`src/hdl/hpla_pkg.sv`:
```
package hpla_pkg;

    // field widths
    localparam int LAT_W = 30;
    localparam int LON_W = 31;
    localparam int RAD_W = 23;
    localparam int SEG_W = 29;
    localparam int TOT_W = 40;

    // parameter defaults
    localparam int ANGLE_FRAC_BITS_DEF = 22;
    localparam int CORDIC_STEPS_DEF    = 24;

    // queue depth between front and back
    localparam int QDEPTH = 2;

    // arithmetic constants
    localparam logic [RAD_W-1:0] RADIUS_RESET = 23'd6371000;
    localparam logic [31:0]      GAIN_Q30     = 32'd652032874;
    localparam logic [31:0]      PI_Q30       = 32'hC90F_DAA2;
    localparam logic [30:0]      A_ONE        = 31'h4000_0000;

    // item classes
    localparam logic [1:0] KIND_FIRST  = 2'd0;
    localparam logic [1:0] KIND_NOPREV = 2'd1;
    localparam logic [1:0] KIND_SEG    = 2'd2;

    typedef struct packed {
        logic [1:0]              kind;
        logic                    last;
        logic signed [LAT_W-1:0] lat1;
        logic signed [LAT_W-1:0] lat2;
        logic signed [LAT_W:0]   dlat;
        logic signed [LON_W:0]   dlon;
    } t_job;

    // arctangent of 2^-k in turns * 2^32
    function automatic logic [31:0] atan_turn(input logic [4:0] k);
        logic [31:0] v;
        case (k)
            5'd0:  v = 32'h20000000;
            5'd1:  v = 32'h12E4051E;
            5'd2:  v = 32'h09FB385B;
            5'd3:  v = 32'h051111D4;
            5'd4:  v = 32'h028B0D43;
            5'd5:  v = 32'h0145D7E1;
            5'd6:  v = 32'h00A2F61E;
            5'd7:  v = 32'h00517C55;
            5'd8:  v = 32'h0028BE53;
            5'd9:  v = 32'h00145F2F;
            5'd10: v = 32'h000A2F98;
            5'd11: v = 32'h000517CC;
            5'd12: v = 32'h00028BE6;
            5'd13: v = 32'h000145F3;
            5'd14: v = 32'h0000A2FA;
            5'd15: v = 32'h0000517D;
            5'd16: v = 32'h000028BE;
            5'd17: v = 32'h0000145F;
            5'd18: v = 32'h00000A30;
            5'd19: v = 32'h00000518;
            5'd20: v = 32'h0000028C;
            5'd21: v = 32'h00000146;
            5'd22: v = 32'h000000A3;
            5'd23: v = 32'h00000051;
            5'd24: v = 32'h00000029;
            5'd25: v = 32'h00000014;
            5'd26: v = 32'h0000000A;
            5'd27: v = 32'h00000005;
            5'd28: v = 32'h00000003;
            5'd29: v = 32'h00000001;
            5'd30: v = 32'h00000001;
            default: v = 32'h00000000;
        endcase
        return v;
    endfunction

endpackage

```
`src/hdl/hpla_queue.sv`:
```
module hpla_queue import hpla_pkg::*; (
    input  logic i_clk,
    input  logic i_rst_n,
    input  logic i_push,
    input  t_job i_job,
    output logic o_full,
    input  logic i_pop,
    output logic o_avail,
    output t_job o_job
);

    localparam int PTR_W = $clog2(QDEPTH);
    localparam int CNT_W = $clog2(QDEPTH + 1);

    t_job             r_mem [QDEPTH];
    logic [PTR_W-1:0] r_wp;
    logic [PTR_W-1:0] r_rp;
    logic [CNT_W-1:0] r_cnt;

    assign o_full  = (r_cnt == CNT_W'(QDEPTH));
    assign o_avail = (r_cnt != '0);
    assign o_job   = r_mem[r_rp];

    // storage
    always_ff @(posedge i_clk) begin
        if (i_push) begin
            r_mem[r_wp] <= i_job;
        end
    end

    // pointers and fill count
    always_ff @(posedge i_clk) begin
        if (!i_rst_n) begin
            r_wp  <= '0;
            r_rp  <= '0;
            r_cnt <= '0;
        end else begin
            if (i_push) begin
                r_wp <= (r_wp == PTR_W'(QDEPTH - 1)) ? '0 : r_wp + 1'b1;
            end
            if (i_pop) begin
                r_rp <= (r_rp == PTR_W'(QDEPTH - 1)) ? '0 : r_rp + 1'b1;
            end
            if (i_push && !i_pop) begin
                r_cnt <= r_cnt + 1'b1;
            end else if (!i_push && i_pop) begin
                r_cnt <= r_cnt - 1'b1;
            end
        end
    end

endmodule

```
`config.mk`:
```
export PLATFORM = sky130hd
export DESIGN_NAME = hpla_queue
export DESIGN_NICKNAME = d
export VERILOG_FILES = /design/src/hdl/hpla_pkg.sv /design/src/hdl/hpla_queue.sv
export SDC_FILE = /design/constraint.sdc
export NUM_CORES = 1
export LEC_CHECK = 0
export ABC_CLOCK_PERIOD_IN_PS = 7300
export BUFFER_PORTS_ARGS = -buffer_cell sky130_fd_sc_hd__buf_2
export CAP_MARGIN = 25
export CORE_UTILIZATION = 47
export CTS_CLUSTER_DIAMETER = 100
export CTS_CLUSTER_SIZE = 25
export DETAILED_ROUTE_END_ITERATION = 8
export PLACE_DENSITY = 0.76
export SLEW_MARGIN = 5
export SYNTH_ARGS = -nofsm -noshare
export SYNTH_HDL_FRONTEND = slang
export SYNTH_SLANG_ARGS = --single-unit
```
`constraint.sdc`:
```
create_clock -name i_clk -period 7.3 [get_ports i_clk]
set_input_delay 1.46 -clock i_clk [delete_from_list [all_inputs] [get_ports i_clk]]
set_output_delay 1.46 -clock i_clk [all_outputs]
set_load 0.005 [all_outputs]
```
==> Word-level counts from Yosys, hierarchy flattened <==
Memories as Yosys holds them, arrays and structs flattened. A register that Yosys moved wholly into a read port is not among the register bits.
Index checks and enable logic that the tools add are counted.
{ "word_totals": {"register_bits": 4, "mem_bits_rw": 252, "inputBits": 130, "output_inout_bits": 128, "elab_cells": 23, "mem_count": 1} }
{ "op_classes": {"n_addsub": 4, "n_eq_ne": 1, "mux": 8, "reduce_logical": 6} }
{ "memory_table": {"columns": ["name", "words", "word_bits", "read_ports", "rd_ports_with_merged_regs", "wr", "line", "text"], "rows": [
  ["r_mem", 2, 126, 1, 1, 1, "hpla_queue.sv:15", "t_job r_mem [QDEPTH];"]
]} }
{ "ops": {"columns": ["cell", "count"], "rows": [
  ["1-bit 2-to-1 mux", 6],
  ["2-bit 2-to-1 mux", 2],
  ["2-bit nonzero test", 2],
  ["1-bit adder (second input constant)", 2],
  ["2-bit by 1-bit adder with 2-bit output (second input constant)", 1],
  ["2-bit == test (second input constant)", 1],
  ["1-bit logical AND", 2],
  ["1-bit logical NOT", 2],
  ["2-bit by 1-bit subtractor with 2-bit output (second input constant)", 1]
]} }

==> Longest topological paths before layout <==
Gate-level depths: netlist of run 1.
{ "logic_depth": {"ltp_word": 4, "mapped_depth": 5, "mapped_depth_nobuf": 5} }

==> Worst setup path before layout of run 1 <==
OpenSTA, ideal clock, no wires.
{ "synth_timing": {"kind": "input to register", "start": "input i_push", "end": "memory r_mem[0][0] (netlist name) (enable)", "setup_time_ns": 0.628, "t_arrival_ns": 6.954, "path_slack_ns": -0.282, "stages": 1, "n_path_buf": 0, "cell_sequence": "nor2b_1"} }
{ "synth_between": {"elab_chain_cells": 2} }
{ "synth_rtl": {"columns": ["item", "line", "text"], "rows": [
  ["start, declared", "hpla_queue.sv:4", "input logic i_push,"],
  ["1-bit 2-to-1 mux", "hpla_queue.sv:26", "if (i_push) begin"],
  ["1-bit 2-to-1 mux (not written as such)", "hpla_queue.sv:27", "r_mem[r_wp] <= i_job;"],
  ["end, declared", "hpla_queue.sv:15", null]
]} }
Every way passes these cells.

==> flow_summary.toml, run 1 <==
[worst_setup_path]
cp_cell_sequence = "buf_4 -> mux2_2 -> buf_2"
end_kind = "output pin"
worst_path_largest_cell_delay_ns = 0.96
cp_slowest_cell = "dfxtp_4"
crit_path_max_fanout = 68
critical_path.top_delay_family = "flip-flops"
crit_buf_inv = 2
critPathRequiredTime_ns = 5.84
crit_type = "reg2out"
cp-start-kind = "register"
critical_path_arrival_ns = 2.94

[layout]
drive_gt1_share_pct = 59.9
synthToLayoutAreaGrowth_pct = 21.4
nFillCells = 1501
layout.nets = 810

[logic_synthesis]
ys_seq_area_share_pct = 81.0
netlist_area_sq_um = 9460
synth_warnings = 0
avgSynthCellArea_sq_um = 22.9
synth-seq-cells = 257
yosysUniqueCellTypes = 17
synthCells = 414
syn_nets = 545

[clock_network]
ctsHoldBuffers = 0
clkTransAtPathRegs_ns = 0.09
cts_tree = "yes"
worstSkewPairLatency_ns = 0.47
cts_buffer_depth = 3
h-tree-depth = 1
cts_root_buffer = "clkbuf_16"
ctsResizeCount = 0
clock-sinks = 257
postCtsSetupBuffers = 0
cts_buffers = 14

[grt]
overflow = 0
first_global_vias = 4806
grt.total_usage_pct = 15.5
grt_max_degree = 84
grt_pass1_wl_um = 24500
antenna_found_initial = 2

[floorplanning]
pin_count = 258
die_width_um = 144
die-area_sq_um = 20700
std_cell_rows = 51
core-area_sq_um = 19600
start_util_pct = 48.3
die_h_um = 144

[timing]
hold_violations = 0
slew-limit-headroom_pct = 36.3
period_share_pct = 60.3
drv_slew = 0
fmax_mhz = 227
setup_violations = 0
rsz0062_at_grt = "false"
worst_pin_slew_ns = 0.956
final.min_clock_period_ns = 4.40
finalSetupTns_ns = 0
fin_skew_ns = 0.0155

[placed_design]
port_buffers = 257
gp_congestion = 0.742
post-dp-hpwl_um = 11300

[drt]
drt_iter0_drc = 196
ant_nets = 0
drtPass1Iterations = 4
vias_per_cell = 4.94
wl_per_cell_um = 17.5
drcViolationCount = 0
wirelength_um = 16600
vias = 4685

[power_and_ir_drop]
comb_power_share_pct = 10.5
power-per-cell-area_nw_per_um2 = 248
peakVddDrop_v = 0.000203
clkPwrFrac_pct = 28.5
internal_power_mw = 2.26
swShare_pct = 20.8
power_mw = 2.85
p_switching_mw = 0.592
power_leakage_nw = 4.35
p_seq_share_pct = 61.0

[run]
cap_violations = 0

[min_path]
hp-class = "reg2reg"

[status]
status = "completed"
## through the flow
stage | hold slack (ns) | area, sq um | worst slack [ns] | instances | util [%]
floorplan | 0.468 | 9470 | 2.10 | 414 | -
global placement | 0.479 | 11000 | 3.45 | 926 | 56.2
detailed placement | 0.508 | 11000 | 3.37 | 926 | 56.2
CTS | 0.520 | 11400 | 2.84 | 946 | 58.3
global route | 0.553 | 11500 | 2.72 | 948 | 58.6
finish | 0.525 | 11500 | 2.90 | 949 | 58.6
## logic make-up (layout without fill, tap and decap cells)
kind of cell | after synthesis | count (layout) | synth area share [%]
AO/OA/AOI/OAI | 3 | 3 | 0.212
XOR/XNOR | 3 | 3 | 0.278
adder cells (fa/ha/maj) | 1 | 1 | 0.132
buffers and inverters | 15 | 284 | 1.18
flip-flops | 257 | 257 | 81.0
multiplexers | 126 | 126 | 16.6
other | 0 | 1 | 0
AND/OR/NAND/NOR | 9 | 9 | 0.595
## worst paths after layout
path	slack, ns	depth (start not counted)	start	end
setup / recovery	2.90	3	register	o_job[111]
hold reg to reg	0.53	2	r_cnt[1]	r_cnt[1]
setup reg to reg	5.55	2	r_wp	r_mem[1][66]
hold / removal	0.53	2	r_cnt[1]	r_cnt[1]
## synthesized netlist by cell type
cell type / number / share of area [%]
xnor2_1: 1 / 0.093
xor2_1: 2 / 0.19
nor2b_1: 3 / 0.20
dfxtp_1: 5 / 1.1
mux2_4: 40 / 6.3
inv_1: 1 / 0.040
and2_1: 4 / 0.26
o21a_1: 1 / 0.079
a21boi_0: 1 / 0.079
ha_1: 1 / 0.13
edfxtp_1: 252 / 80
buf_2: 8 / 0.42
mux2_2: 86 / 10
buf_6: 6 / 0.71
o21ai_0: 1 / 0.053
or3_1: 1 / 0.066
or2_2: 1 / 0.066
## worst min-delay path, stage by stage, from the launching register on
cell	delay [ns]
dfxtp_1	0.34
o21ai_0	0.07
a21boi_0	0.07
## cell usage in the layout (no fill, tap or decap)
master     synthesis  routed
inv_1              1       1
a21boi_0           1       1
edfxtp_1         252     252
diode_2            0       1
xor2_1             2       2
inv_16             0       1
or2_2              1       1
mux2_4            40      40
clkbuf_16          0      15
nor2b_1            3       2
or3_1              1       1
clkbuf_1           0       4
and2_4             0       1
o21a_1             1       1
buf_16             0       2
dfxtp_1            5       4
xnor2_1            1       1
nor2b_4            0       1
buf_4              0       4
ha_1               1       1
buf_2              8     257
and2_1             4       3
mux2_2            86      86
dfxtp_4            0       1
o21ai_0            1       1
## metal layers
| layer | share of wire (%) | up-vias | GRT usage, % |
|---|---|---|---|
| met1 | 38 | 2309 | 17.9 |
| met3 | 8.0 | 22 | 4.43 |
| met4 | 2.4 | 0 | 4.14 |
| met2 | 51 | 191 | 27.8 |
| li1 | - | 2163 | - |
| met5 | 0 | - | 0 |
## power by group through the flow
stage               sequential, mW  combinational (mW)  clock (mW)
detailed placement            1.77               0.299           0
finish                        1.74               0.300       0.811
CTS                           1.74               0.300       0.842
global route                  1.75               0.325       0.884
floorplan                     1.76               0.176           0
global placement              1.77               0.290           0
## state kept, by name (all words and copies together) (netlist names), named ones only
| register | flops |
|---|---|
| r_mem | 252 |
| r_rp | 1 |
| r_wp | 1 |
| r_cnt | 2 |
## area by class of cell
type	count	area, sq um	area share (%)
Timing Repair Buffer	263	1370	11.9
Inverter	1	3.75	0.0327
Multi-Input combinational cell	142	1690	14.8
Sequential cell	257	7670	66.8
Clock buffer	19	390	3.40
Tap cell	265	332	2.89
Antenna cell	1	2.50	0.0218
Clock inverter	1	20.0	0.174
(Power assumes the default switching activity.)
==> inputs of run 2 (changes only) <==
Settings changed: ABC_AREA set to 1, ABC_CLOCK_PERIOD_IN_PS 7300 to 4170, CORE_UTILIZATION 47 to 52, PLACE_DENSITY 0.76 to 0.79.
Clock period 7.3 ns to 4.17 ns, I/O delays scaled along.
==> run 2 against run 1 <==
Compared with the run above: global-route usage up 2.8 points; highest routed layer unchanged; sequential power up 74%; clock-buffer cell count unchanged; total power up 74%.
==> flow_summary.toml, run 2 <==
[status]
status = "completed"

[clock_network]
cts_buffers = 14
clock-sinks = 257
postCtsSetupBuffers = 0
clkTransAtPathRegs_ns = 0.09
ctsResizeCount = 0
ctsHoldBuffers = 0
cts_buffer_depth = 3
cts_tree = "yes"
worstSkewPairLatency_ns = 0.48
h-tree-depth = 1
cts_root_buffer = "clkbuf_16"

[floorplanning]
die_h_um = 137
die_width_um = 137
start_util_pct = 54.0
pin_count = 258
die-area_sq_um = 18800
std_cell_rows = 48
core-area_sq_um = 17500

[drt]
wirelength_um = 17700
wl_per_cell_um = 19.1
ant_nets = 0
drt_iter0_drc = 248
drcViolationCount = 0
drtPass1Iterations = 4
vias = 4737
vias_per_cell = 5.13

[logic_synthesis]
synth_warnings = 0
synth_flop_cell = "edfxtp_1"
netlist_area_sq_um = 9470
yosysUniqueCellTypes = 14
syn_nets = 558
synth-seq-cells = 257
avgSynthCellArea_sq_um = 22.2
ys_top_cells_by_area = "edfxtp_1 80%, mux2_2 10%, mux2_4 6.3%, dfxtp_1 1.1%, buf_6 0.71%"
ys_async_sr_fraction_pct = 0
synth_edf_count = 252
synth_top_area_cell = "edfxtp_1"
ys_seq_area_share_pct = 81.0
synthCells = 427
synth.top_cell.area_share_pct = 79.9
synth_commonest_cells = "252 x edfxtp_1, 86 x mux2_2, 40 x mux2_4, 9 x nand2_1"
yosys.cell_count.top_type = "edfxtp_1"

[timing]
worst_pin_slew_ns = 0.933
fmax_mhz = 323
hold_violations = 0
final.min_clock_period_ns = 3.09
period_share_pct = 74.2
finalSetupTns_ns = 0
holdWs_ns = 0.510
setup_violations = 0
slew-limit-headroom_pct = 37.8
fin_skew_ns = 0.0127
drv_slew = 0
rsz0062_at_grt = "false"

[worst_setup_path]
cp_slowest_cell = "dfxtp_4"
crit_type = "reg2out"
critical_path_arrival_ns = 2.26
critPathRequiredTime_ns = 3.34
end_kind = "output pin"
cp-start-kind = "register"
rrSetupSlack_ns = 2.21
worst_path_largest_cell_delay_ns = 0.63
crit_path_max_fanout = 37
cp_cell_sequence = "buf_4 -> mux2_2 -> buf_2"
critical_path.top_delay_family = "buffers and inverters"
crit_buf_inv = 2

[grt]
antenna_found_initial = 3
grt_pass1_wl_um = 25700
grt.total_usage_pct = 18.3
first_global_vias = 4912
grt_max_degree = 70
overflow = 0

[power_and_ir_drop]
internal_power_mw = 3.91
swShare_pct = 20.8
comb_power_share_pct = 9.8
power_leakage_nw = 4.37
p_seq_share_pct = 61.3
p_switching_mw = 1.03
peakVddDrop_v = 0.000485
power-per-cell-area_nw_per_um2 = 433
clkPwrFrac_pct = 28.8

[layout]
final_cell_mix = "257 x buf_2, 252 x edfxtp_1, 86 x mux2_2"
layout.nets = 822
finalCoreUtilization_pct = 65.2
final_common_cell = "buf_2"
top_register = "r_mem"
largest_reg_flops = 252
drive_gt1_share_pct = 58.6
synthToLayoutAreaGrowth_pct = 20.7
reg.largest.list = "r_mem (252), r_cnt (2)"
fin_cells = 924

[placed_design]
placed_cells = 900
gp_congestion = 0.771
port_buffers = 257
post-dp-hpwl_um = 11900

[min_path]
hp-class = "reg2reg"

[run]
cap_violations = 0
==> run 2: changes by cell type after synthesis, sizes merged, moves of 2 or more <==
cell,before,now
nor2b,3,0
xor2,2,0
inv,1,8
and2,4,0
nor2,0,8
nand2,0,9
==> run 2: path summary, 6_finish.rpt <==
path,depth (start not counted),endpoint,start
setup reg to reg,3,r_mem[1][46],r_wp
setup / recovery,3,o_job[11],register
hold / removal,2,r_rp,r_rp
hold reg to reg,2,r_rp,r_rp
==> run 2: metrics by stage <==
step / cell area (sq um) / power, mW / worst slack (ns)
detailed placement: 11000 / 3.58 / 1.56
floorplan: 9480 / 3.34 / 0.345
CTS: 11400 / 5.00 / 1.04
global route: 11400 / 5.12 / 0.964
global placement: 11000 / 3.55 / 1.64
finish: 11400 / 4.94 / 1.08
==> run 2: power groups by stage <==
stage                     clock network (mW)  logic (mW)  registers, mW
final                                   1.43       0.486           3.03
after global routing                    1.54       0.529           3.04
after CTS                               1.47       0.495           3.03
after detailed placement                   0       0.491           3.09
after global placement                     0       0.470           3.08
after floorplan                            0       0.267           3.08
==> run 2: cell type report <==
class	instances	area, sq um
diodes	4	10.0
fillers	1227	6110
clock inverters	1	20.0
well taps	225	282
multi-input cells	148	1670
clock buffers	19	390
repair buffers	262	1350
flip-flops and latches	257	7670
inverters	8	32.5
==> run 2: routing by layer <==
metal / vias to the layer above / GRT usage (%) / part of all wire (%)
li1: 2197 / - / -
met1: 2318 / 21.5 / 38
met5: - / 0 / 0
met3: 28 / 5.48 / 7.9
met2: 194 / 32.1 / 52
met4: 0 / 5.62 / 2.7
==> run 2: logic make-up (layout without fill, tap and decap cells) <==
family / after synthesis / count (layout) / share of synthesized area [%]
AO/OA/AOI/OAI: 2 / 2 / 0.106
adder cells (fa/ha/maj): 1 / 1 / 0.132
buffers and inverters: 22 / 290 / 1.45
flip-flops: 257 / 257 / 81.0
multiplexers: 126 / 126 / 16.6
other: 0 / 4 / 0
AND/OR/NAND/NOR: 19 / 19 / 0.793
==> run 2: worst min-delay path: cells and delay by family (launching register included) <==
family	cells	cell delay [ns]
simple gates	2	0.14
flops	1	0.34
