<file path="src/hdl/hpla_pkg.sv">
package hpla_pkg;

    // field widths
    localparam int LAT_W = 30;
    localparam int LON_W = 31;
    localparam int RAD_W = 23;
    localparam int SEG_W = 29;
    localparam int TOT_W = 40;

    // parameter defaults
    localparam int ANGLE_FRAC_BITS_DEF = 22;
    localparam int CORDIC_STEPS_DEF    = 24;

    // queue depth between front and back
    localparam int QDEPTH = 2;

    // arithmetic constants
    localparam logic [RAD_W-1:0] RADIUS_RESET = 23'd6371000;
    localparam logic [31:0]      GAIN_Q30     = 32'd652032874;
    localparam logic [31:0]      PI_Q30       = 32'hC90F_DAA2;
    localparam logic [30:0]      A_ONE        = 31'h4000_0000;

    // item classes
    localparam logic [1:0] KIND_FIRST  = 2'd0;
    localparam logic [1:0] KIND_NOPREV = 2'd1;
    localparam logic [1:0] KIND_SEG    = 2'd2;

    typedef struct packed {
        logic [1:0]              kind;
        logic                    last;
        logic signed [LAT_W-1:0] lat1;
        logic signed [LAT_W-1:0] lat2;
        logic signed [LAT_W:0]   dlat;
        logic signed [LON_W:0]   dlon;
    } t_job;

    // arctangent of 2^-k in turns * 2^32
    function automatic logic [31:0] atan_turn(input logic [4:0] k);
        logic [31:0] v;
        case (k)
            5'd0:  v = 32'h20000000;
            5'd1:  v = 32'h12E4051E;
            5'd2:  v = 32'h09FB385B;
            5'd3:  v = 32'h051111D4;
            5'd4:  v = 32'h028B0D43;
            5'd5:  v = 32'h0145D7E1;
            5'd6:  v = 32'h00A2F61E;
            5'd7:  v = 32'h00517C55;
            5'd8:  v = 32'h0028BE53;
            5'd9:  v = 32'h00145F2F;
            5'd10: v = 32'h000A2F98;
            5'd11: v = 32'h000517CC;
            5'd12: v = 32'h00028BE6;
            5'd13: v = 32'h000145F3;
            5'd14: v = 32'h0000A2FA;
            5'd15: v = 32'h0000517D;
            5'd16: v = 32'h000028BE;
            5'd17: v = 32'h0000145F;
            5'd18: v = 32'h00000A30;
            5'd19: v = 32'h00000518;
            5'd20: v = 32'h0000028C;
            5'd21: v = 32'h00000146;
            5'd22: v = 32'h000000A3;
            5'd23: v = 32'h00000051;
            5'd24: v = 32'h00000029;
            5'd25: v = 32'h00000014;
            5'd26: v = 32'h0000000A;
            5'd27: v = 32'h00000005;
            5'd28: v = 32'h00000003;
            5'd29: v = 32'h00000001;
            5'd30: v = 32'h00000001;
            default: v = 32'h00000000;
        endcase
        return v;
    endfunction

endpackage

</file>
<file path="src/hdl/hpla_if.sv">
// track point channel
interface hpla_pt_if import hpla_pkg::*; ();
    logic                    valid;
    logic                    ready;
    logic signed [LAT_W-1:0] latitude;
    logic signed [LON_W-1:0] longitude;
    logic                    first_point;
    logic                    last_point;
    modport source(output valid, latitude, longitude, first_point, last_point, input ready);
    modport sink(input valid, latitude, longitude, first_point, last_point, output ready);
endinterface


</file>
<file path="src/hdl/hpla_front.sv">
module hpla_front import hpla_pkg::*; (
    input  logic    i_clk,
    input  logic    i_rst_n,
    hpla_pt_if.sink i_pt,
    output logic    o_push,
    output t_job    o_job,
    input  logic    i_full
);

    logic signed [LAT_W-1:0] r_prev_lat;
    logic signed [LON_W-1:0] r_prev_lon;
    logic                    r_have;
    logic                    accept;

    assign i_pt.ready = !i_full;
    assign accept     = i_pt.valid && !i_full;
    assign o_push     = accept;

    // classify the item and form the differences to the previous point
    always_comb begin
        if (i_pt.first_point) begin
            o_job.kind = KIND_FIRST;
        end else if (r_have) begin
            o_job.kind = KIND_SEG;
        end else begin
            o_job.kind = KIND_NOPREV;
        end
        o_job.last = i_pt.last_point;
        o_job.lat1 = r_prev_lat;
        o_job.lat2 = i_pt.latitude;
        o_job.dlat = {i_pt.latitude[LAT_W-1], i_pt.latitude}
                   - {r_prev_lat[LAT_W-1], r_prev_lat};
        o_job.dlon = {i_pt.longitude[LON_W-1], i_pt.longitude}
                   - {r_prev_lon[LON_W-1], r_prev_lon};
    end

    // previous point
    always_ff @(posedge i_clk) begin
        if (!i_rst_n) begin
            r_have     <= 1'b0;
            r_prev_lat <= '0;
            r_prev_lon <= '0;
        end else if (accept) begin
            r_have     <= 1'b1;
            r_prev_lat <= i_pt.latitude;
            r_prev_lon <= i_pt.longitude;
        end
    end

endmodule

</file>
<file path="src/flat_wrapper.sv">
// flat-port wrapper written by rule: the top's interface ports become plain ports
module hpla_front_flat import hpla_pkg::*;
  (i_clk, i_rst_n, o_push, o_job, i_full, i_pt_valid, i_pt_latitude, i_pt_longitude, i_pt_first_point, i_pt_last_point, i_pt_ready);
  hpla_pt_if i_pt_i ();
  input  logic i_clk;
  input  logic i_rst_n;
  output logic o_push;
  output t_job o_job;
  input  logic i_full;
  input wire logic [$bits(i_pt_i.valid)-1:0] i_pt_valid;
  input wire logic [$bits(i_pt_i.latitude)-1:0] i_pt_latitude;
  input wire logic [$bits(i_pt_i.longitude)-1:0] i_pt_longitude;
  input wire logic [$bits(i_pt_i.first_point)-1:0] i_pt_first_point;
  input wire logic [$bits(i_pt_i.last_point)-1:0] i_pt_last_point;
  output wire logic [$bits(i_pt_i.ready)-1:0] i_pt_ready;
  assign i_pt_i.valid = i_pt_valid;
  assign i_pt_i.latitude = i_pt_latitude;
  assign i_pt_i.longitude = i_pt_longitude;
  assign i_pt_i.first_point = i_pt_first_point;
  assign i_pt_i.last_point = i_pt_last_point;
  assign i_pt_ready = i_pt_i.ready;
  hpla_front u_core (.i_clk(i_clk), .i_rst_n(i_rst_n), .i_pt(i_pt_i), .o_push(o_push), .o_job(o_job), .i_full(i_full));
endmodule
</file>
<file path="config.mk">
export PLATFORM = sky130hd
export DESIGN_NAME = hpla_front_flat
export DESIGN_NICKNAME = d
export VERILOG_FILES = /design/src/hdl/hpla_pkg.sv /design/src/hdl/hpla_if.sv /design/src/hdl/hpla_front.sv /design/src/flat_wrapper.sv
export SDC_FILE = /design/constraint.sdc
export NUM_CORES = 1
export LEC_CHECK = 0
export ABC_AREA = 1
export BUFFER_PORTS_ARGS = -buffer_cell sky130_fd_sc_hd__buf_2
export CAP_MARGIN = 30
export CELL_PAD_IN_SITES_DETAIL_PLACEMENT = 2
export CELL_PAD_IN_SITES_GLOBAL_PLACEMENT = 2
export CORE_ASPECT_RATIO = 1.4
export CORE_MARGIN = 5
export CORE_UTILIZATION = 28
export CTS_BUF_LIST = sky130_fd_sc_hd__clkbuf_16
export CTS_CLUSTER_DIAMETER = 60
export DETAILED_ROUTE_END_ITERATION = 16
export PLACE_DENSITY_LB_ADDON = 0.1
export SLEW_MARGIN = 15
export SYNTH_ARGS = -nofsm -noshare
export SYNTH_HDL_FRONTEND = slang
export SYNTH_SLANG_ARGS = --single-unit
</file>
<file path="constraint.sdc">
create_clock -name i_clk -period 2.68 [get_ports i_clk]
set_input_delay 0.268 -clock i_clk [delete_from_list [all_inputs] [get_ports i_clk]]
set_output_delay 0.268 -clock i_clk [all_outputs]
set_load 0.02 [all_outputs]
</file>
Word level (Yosys, flattened, before mapping)
Index checks and enable logic that the tools add are counted.

cells by class
  add/subtract/negate cells = 2
  multiplexer cells = 2
  reduce and logical (&&, ||, !) cells = 2

operator list
  operator                      count
  subtractor 31 x 31 -> 32 bit  1
  subtractor 30 x 30 -> 31 bit  1
  two-way mux 2 bit             2
  logical AND 1 bit             1
  zero test 1 bit               1

storage, ports and cells
  bits in registers = 62
  bits of input ports = 67
  output and inout port bits = 128

Logic depth before layout (Yosys ltp)
Gate-level depths: netlist of run 1.

  depth in word-level cells = 2
  depth in mapped cells = 13
  mapped depth without buffers = 13

Least setup slack after synthesis of run 1
OpenSTA, ideal clock, no wires.

  path type = reg2out
  start = reg u_core.r_prev_lat[0]
  end = out o_job[44] (netlist name)
  data arrival time = 1.814 ns
  path slack = 0.598 ns
  cell stages (with the launch flop) = 9
  path buffers = 0
  cell sequence = dfxtp_1 -> ha_1 -> fa_1 -> inv_1 -> nand3_1 -> nand3_1 -> nand3_1 -> nand3_1 -> xor2_1

RTL lines
  item                    line               text
  from (decl)             hpla_front.sv:10   logic signed [LAT_W-1:0] r_prev_lat;
  from (signal assigned)  hpla_front.sv:45   r_prev_lat <= i_pt.latitude;
  to (decl)               flat_wrapper.sv:8  output t_job o_job;

==> results of run 1 <==
==> synth_stat cells (4+ instances only) <==
cell      number
a21oi_1      104
buf_4         31
clkbuf_1      14
dfxtp_1       62
ha_1          61
inv_1        289
nand2_1      444
nand2_2       14
nand3_1       53
nand3_2        4
nand4_1       11
nor2_1        81
nor3_1         4
o21ai_0       61
o21bai_1       5
xor2_1        24
==> critical path, delay by kind of cell, from the launching register on <==
| kind | cells | cell delay [ns] |
|---|---|---|
| buffers and inverters | 2 | 0.23 |
| DFF | 1 | 0.33 |
| and+or+nand+nor | 10 | 0.96 |
| adders and majority gates | 1 | 0.37 |
==> layer usage <==
layer  up-vias  track usage [%]
li1       4188                -
met1      4007             20.3
met2       106             41.7
met3        16             2.15
met4         0             4.11
met5         -                0
==> repair_timing <==
| item | in CTS | in global routing |
|---|---|---|
| buffers inserted | 0 | 2 |
| gates cloned | 0 | 0 |
| setup endpoints to repair | 9 | 28 |
| hold buffers | 0 | 0 |
| resized for setup | 7 | 52 |
| pin swaps | 0 | 1 |
==> final cells by class <==
type / instances / area share (%)
clock buffer: 9 / 2.58
clock inverter: 7 / 1.02
inverter: 289 / 12.4
multi-input combinational: 881 / 53.5
sequential: 62 / 14.2
tap: 315 / 4.51
timing repair buffer: 199 / 11.7
==> cells by family (layout without fill, tap and decap cells) <==
| kind of cell | Yosys count | count (layout) |
|---|---|---|
| DFF | 62 | 62 |
| and+or+nand+nor | 615 | 615 |
| adders and majority gates | 63 | 63 |
| AOI/OAI and AO/OA | 176 | 176 |
| buffers and inverters | 339 | 504 |
| xor gates and xnor gates | 27 | 27 |
==> cell usage in the layout, fill, tap and decap left out, types with 4 or more instances in the layout <==
master and count:
o21bai_1 5, dfxtp_1 62, ha_4 4, nand2_2 21, ha_2 9, nor2_2 10
nand2_1 436, o21ai_0 61, ha_1 48, inv_1 288, nand4_1 11, a21oi_2 8
nand3_2 13, buf_4 6, buf_2 192, xor2_1 24, nor2_1 70, clkbuf_16 9
a21oi_1 96, nand3_1 43
==> power breakdown <==
part,total (mW),leakage [nW],internal (mW),switching [mW]
Combinational,2.26,4.52,0.726,1.53
Sequential,1.01,0.512,0.984,0.0235
Clock,1.34,0.150,0.810,0.535
==> flip-flops by register name, indices dropped and copies added (netlist names) <==
name	flops
u_core.r_have	1
u_core.r_prev_lat	30
u_core.r_prev_lon	31
==> final timing paths <==
path | startpoint | endpoint | slack, ns | cells past startpoint
max reg2reg | u_core.r_prev_lat[0] | u_core.r_prev_lat[0] | 2.00 | 2
min reg2reg | u_core.r_prev_lon[9] | u_core.r_prev_lon[9] | 0.46 | 2
min | i_pt_longitude[0] | u_core.r_prev_lon[0] | 0.18 | 3
max | u_core.r_prev_lat[5] | o_job[62] | 0.16 | 13
==> metrics, run 1 <==
status=finished clean; TritonCTS buffer count=9; final worst-path cycle share=94.2%; chip width=roughly 140 um; first-pass iteration count of the detailed router=5; Top Ports=~200; clock sinks=62; final core occ=between 30% and 40%; RSZ-0062 raised after global routing=true; Reg area=between 1000 and 1500 sq um; final hold violation count=0; area grow syn2layout=23.5%; Post-Synth Adder-Cell Area=between 10 and 15%; Final Non-Filler Cells=between 1500 and 2000; largest family of logic cells by synthesized area=simple AND/OR/NAND/NOR gates; overall power=~4.6 mW; maxcap violations=0; area leader, netlist=nand2_1; worst slew pin tran=0.662 ns; Max clock buf depth=2; Slowest cell on crit path=ha_1; crit start category=flip-flop; vias per inst=roughly 4.7; H-tree levels=3; Critical Path Max Stage Delay=~0.37 ns; Yosys warnings=0; compound-cell area share of the yosys netlist=13.0%; Worst Setup End Kind=output port; Most Frequent Cell on Critical Path=nand2_1; synth unique cells=26; metal2 WL=16.7 mm; Max Slew Vio Count=0; Synth area leaders=nand2_1, dfxtp_1, inv_1; Avg Inst Size Synth=around 5.5 sq um; cells along the critical path=inv_1 > ha_1 > nand2_2 > nor2_1 > nand2_1 > nand3_2 > nand2_1 > nand2_2 > nand2_1 > nand2_1 > nand2_1 > nand2_1 > buf_2; Cell Area, Placed=8180 sq um; worst-skew pair later-pin latency=between 0.3 and 0.4 ns; DR WL met3=between 700 and 800 um; Final WS setup=between 0.15 and 0.2 ns; filler instances=around 3300; Post-Syn Area=a little over 7000 sq um; pin count of the biggest net entering global routing=between 60 and 70; global-route wire length before repair=roughly 45 mm; Die Ht=198 um; wl on met1=10.7 mm; Synth Instances=1282; DP HPWL=24.1 mm; multi-input logic area=roughly 4700 sq um; CTS tree=yes; nets=~1600; placed cell count=about 1700; initial antenna violation count=0; vias in the first global route=about 9100; Detail Route Antenna Nets=0; Post-synth ARST share=0%; clock-pin transition on the worst setup and hold timing paths=~0.070 ns; Syn Nets=about 1400; Post-Route WL=around 29 mm; worst slack, placed=0.176 ns; Critical Path RT=about 2.4 ns; share of synthesized cell area in and, or, nand and nor gates=roughly a third; WP data arrival=between 2 and 2.5 ns; die area=roughly 29000 sq um; Core ar.=between 20000 and 25000 sq um; uppermost layer routed=met4; Power Density=~530 nW/um^2; fin crit period=2.52 ns; Final setup viols=0; XOR/XNOR share of the synthesized area=roughly 3.3%; Initial Utilization=28.6%; layout cell share with drive strength beyond 1=~20%; Final Cell Area=slightly below 9000 sq um; sequential fraction of the synthesis area=between 15 and 20%; Clock Skew=0 ns; ant diodes=0; crit-path max FO=4; DRT iter0 DRCs=138; fmax=between 0.3 and 0.4 GHz; Synth Register Bits=62; WS Path Type=flip-flop to output port; EDFF count, synth=0; total gr overflow=0; Cell Rows=roughly 70; top cell type's share of synthesized area=23.6%; Max-Slew Margin vs Limit=approximately 56%; Placer Congestion=0.815; total vias in the final route=8317; IO Port Bufs=192; CTS Root Cell=clkbuf_16; Wirelength per Cell=approximately 16 um; gr usage total=around a fifth; Residual DRC=0; setup total negative slack=0 ns; WHS=0.176 ns; mux cell area share after synthesis=0%; Leak Pwr=about 5.2 nW; maximum vdd drop=roughly 0.30 mV; worst min-delay path category=primary input to flip-flop; main flop type after synthesis=dfxtp_1
No activity file was read; power rests on OpenSTA's default activity.
==> run 2, diff against run 1 <==
--- a/config.mk
+++ b/config.mk
@@ -8,7 +8,7 @@
 export ABC_AREA = 1
 export BUFFER_PORTS_ARGS = -buffer_cell sky130_fd_sc_hd__buf_2
 export CAP_MARGIN = 30
-export CELL_PAD_IN_SITES_DETAIL_PLACEMENT = 2
+export CELL_PAD_IN_SITES_DETAIL_PLACEMENT = 1
 export CELL_PAD_IN_SITES_GLOBAL_PLACEMENT = 2
 export CORE_ASPECT_RATIO = 1.4
 export CORE_MARGIN = 5
==> run 2 against run 1 <==
  * Worst hold slack better by 0.021 ns
  * Sequential share of layout area is 0.26 points higher
  * Largest cell class unchanged
  * Sequential power barely moved
  * Critical path type unchanged
  * Routed wire length decreased by 9.5%
  * Setup slack better by 0.033 ns
  * Utilization down 0.64 points
  * Combinational power is 4% lower
==> metrics, run 2 (synthesized netlist as in run 1, its figures left out) <==
crit-path leading delay family=compound AO/OA/AOI/OAI gates; Largest regs=u_core.r_prev_lon: 31 flops, u_core.r_prev_lat: 30 flops, u_core.r_have: 1 flops; WP data arrival=2.22 ns (-0.04 ns); H-tree levels=3 (unchanged); TritonCTS buffer count=9 (unchanged); IO Port Bufs=192 (unchanged); Post-Route WL=25.8 mm (-9.5%); fmax=0.401 GHz (+1.3%); Slowest cell on crit path=ha_1; Die Ht=198 um (unchanged); Cell Rows=68 (unchanged); FF-to-FF Start=u_core.r_prev_lat[0]; CTS Root Cell=clkbuf_16; final core occ=34.6% (-0.64 points); first-pass iteration count of the detailed router=4 (-1); Hold EP=u_core.r_prev_lon[0]; Hold Path Depth=3 (unchanged); Core ar.=24800 sq um (unchanged); Final setup viols=0 (unchanged); total gr overflow=0 (unchanged); area grow syn2layout=21.3%; pin count of the biggest net entering global routing=63 (unchanged); Residual DRC=0 (unchanged); WHS=0.197 ns (+0.0208 ns); nets=1570 (-0.13%); crit-path max FO=5 (+1); max FFs per register=31 (unchanged); total vias in the final route=7932 (-4.6%); post-CTS setup buffer count=0 (unchanged); crit start category=flip-flop; layout cell share with drive strength beyond 1=18.1% (-2.0 points); filler instances=3446 (+4.7%); Final Non-Filler Cells=1760 (-0.11%); Max-Slew Margin vs Limit=55.8% (-0.087 points); Final WS setup=0.189 ns (+0.0327 ns); clock sinks=62 (unchanged); worst min-delay path category=primary input to flip-flop; DP HPWL=22.2 mm (-7.9%); worst-skew pair later-pin latency=0.35 ns (about the same); worst slew pin tran=0.663 ns (+0.00130 ns); most common cell after layout, fill and taps aside=nand2_1; gr usage total=18.3% (-1.6 points); Power Density=514 nW/um^2 (-2.7%); chip width=144 um (unchanged); clock-pin transition on the worst setup and hold timing paths=0.06 ns (about the same); maximum vdd drop=0.290 mV (-2.5%); WS Path Type=flip-flop to output port; global-route wire length before repair=41.4 mm (-8.3%); Cell Area, Placed=8180 sq um (unchanged); ant diodes=0 (unchanged); Initial Utilization=28.6% (unchanged); Critical Path RT=2.41 ns (about the same); final hold violation count=0 (unchanged); DRT iter0 DRCs=156 (+13%); overall power=4.41 mW (-4.4%); Detail Route Antenna Nets=0 (unchanged); die area=28600 sq um (unchanged); status=finished clean; maxcap violations=0 (unchanged); vias per inst=4.51 (-4.5%); vias in the first global route=8310 (-8.4%); hold buffer count at CTS=0 (unchanged); Top Ports=195 (unchanged); initial antenna violation count=0 (unchanged); R2R Path End=u_core.r_prev_lat[0]; r2r worst-path depth=2 (unchanged); Critical Path Max Stage Delay=0.36 ns (about the same); hold path start=i_pt_longitude[0]; CTS tree=yes; Max clock buf depth=2 (unchanged); Wirelength per Cell=14.7 um (-9.4%); Clock Skew=0 ns (unchanged); Final Cell Area=8580 sq um (-1.8%); Most flops, register=u_core.r_prev_lon; worst slack, placed=0.190 ns (+0.0142 ns); Leak Pwr=5.15 nW (-0.47%); cells along the critical path=inv_1 > ha_1 > a21oi_1 > nor2_1 > nor2_1 > nand2_1 > a21oi_1 > nand3_1 > nand2_1 > buf_2; setup total negative slack=0 ns (unchanged); flop2flop setup slack=2.03 ns (+0.03 ns); placed cell count=1744 (unchanged); Worst Setup End Kind=output port; Placer Congestion=0.815 (unchanged); RSZ-0062 raised after global routing=false; Max Slew Vio Count=0 (unchanged); final worst-path cycle share=92.9% (-1.2 points); commonest non-fill, non-tap cells in the layout=nand2_1, inv_1, buf_2; fin crit period=2.49 ns (-0.0327 ns); worst path bufs/invs=2 (unchanged)
==> run 2: cell types whose count changed in the layout (fill, tap and decap cells not counted), sizes merged <==
cell	delta
clkinv	-1
clkinvlp	+2
buf	-2
bufinv	-1
==> run 2: area by class of cell <==
class	instances	area, sq um	area share, %
inverter	289	1080	12.6
clock inverter	7	65.1	0.759
sequential	62	1240	14.5
multi-input combinational	881	4550	53.1
timing repair buffer	197	1010	11.8
tap	315	394	4.60
clock buffer	9	225	2.63
==> run 2: power breakdown <==
part           total [mW]  internal, mW  switching [mW]
clock                1.23         0.713           0.517
sequential           1.01         0.984          0.0227
combinational        2.17         0.702            1.47
total                4.41          2.40            2.01
==> run 2: worst min-delay path, stage by stage <==
cell and delay [ns]:
buf_2 0.09, inv_1 0.07, a21oi_1 0.07
==> run 2: repair_timing <==
item                       CTS  global route
setup endpoints to repair    5            23
gates resized for setup      3            25
cloned                       0             0
==> run 2: routing by layer <==
metal | up-vias | global-route usage (%) | wire length [um]
met5 | - | 0 | 0
met4 | 0 | 5.36 | 544
met3 | 25 | 2.42 | 854
met2 | 115 | 36.7 | 14300
met1 | 3625 | 19.2 | 10100
li1 | 4167 | - | -
==> run 2: worst max path at each step <==
stage / start / to / cells after the start
2_1_floorplan: u_core.r_prev_lat[0] / o_job[44] / 8
6_report: u_core.r_prev_lat[24] / o_job[59] / 10
4_1_cts: u_core.r_prev_lat[23] / o_job[56] / 11
5_1_grt: u_core.r_prev_lat[3] / o_job[53] / 13
3_5_place_dp: i_pt_latitude[0] / o_job[60] / 14
3_3_place_gp: i_pt_latitude[0] / o_job[60] / 14
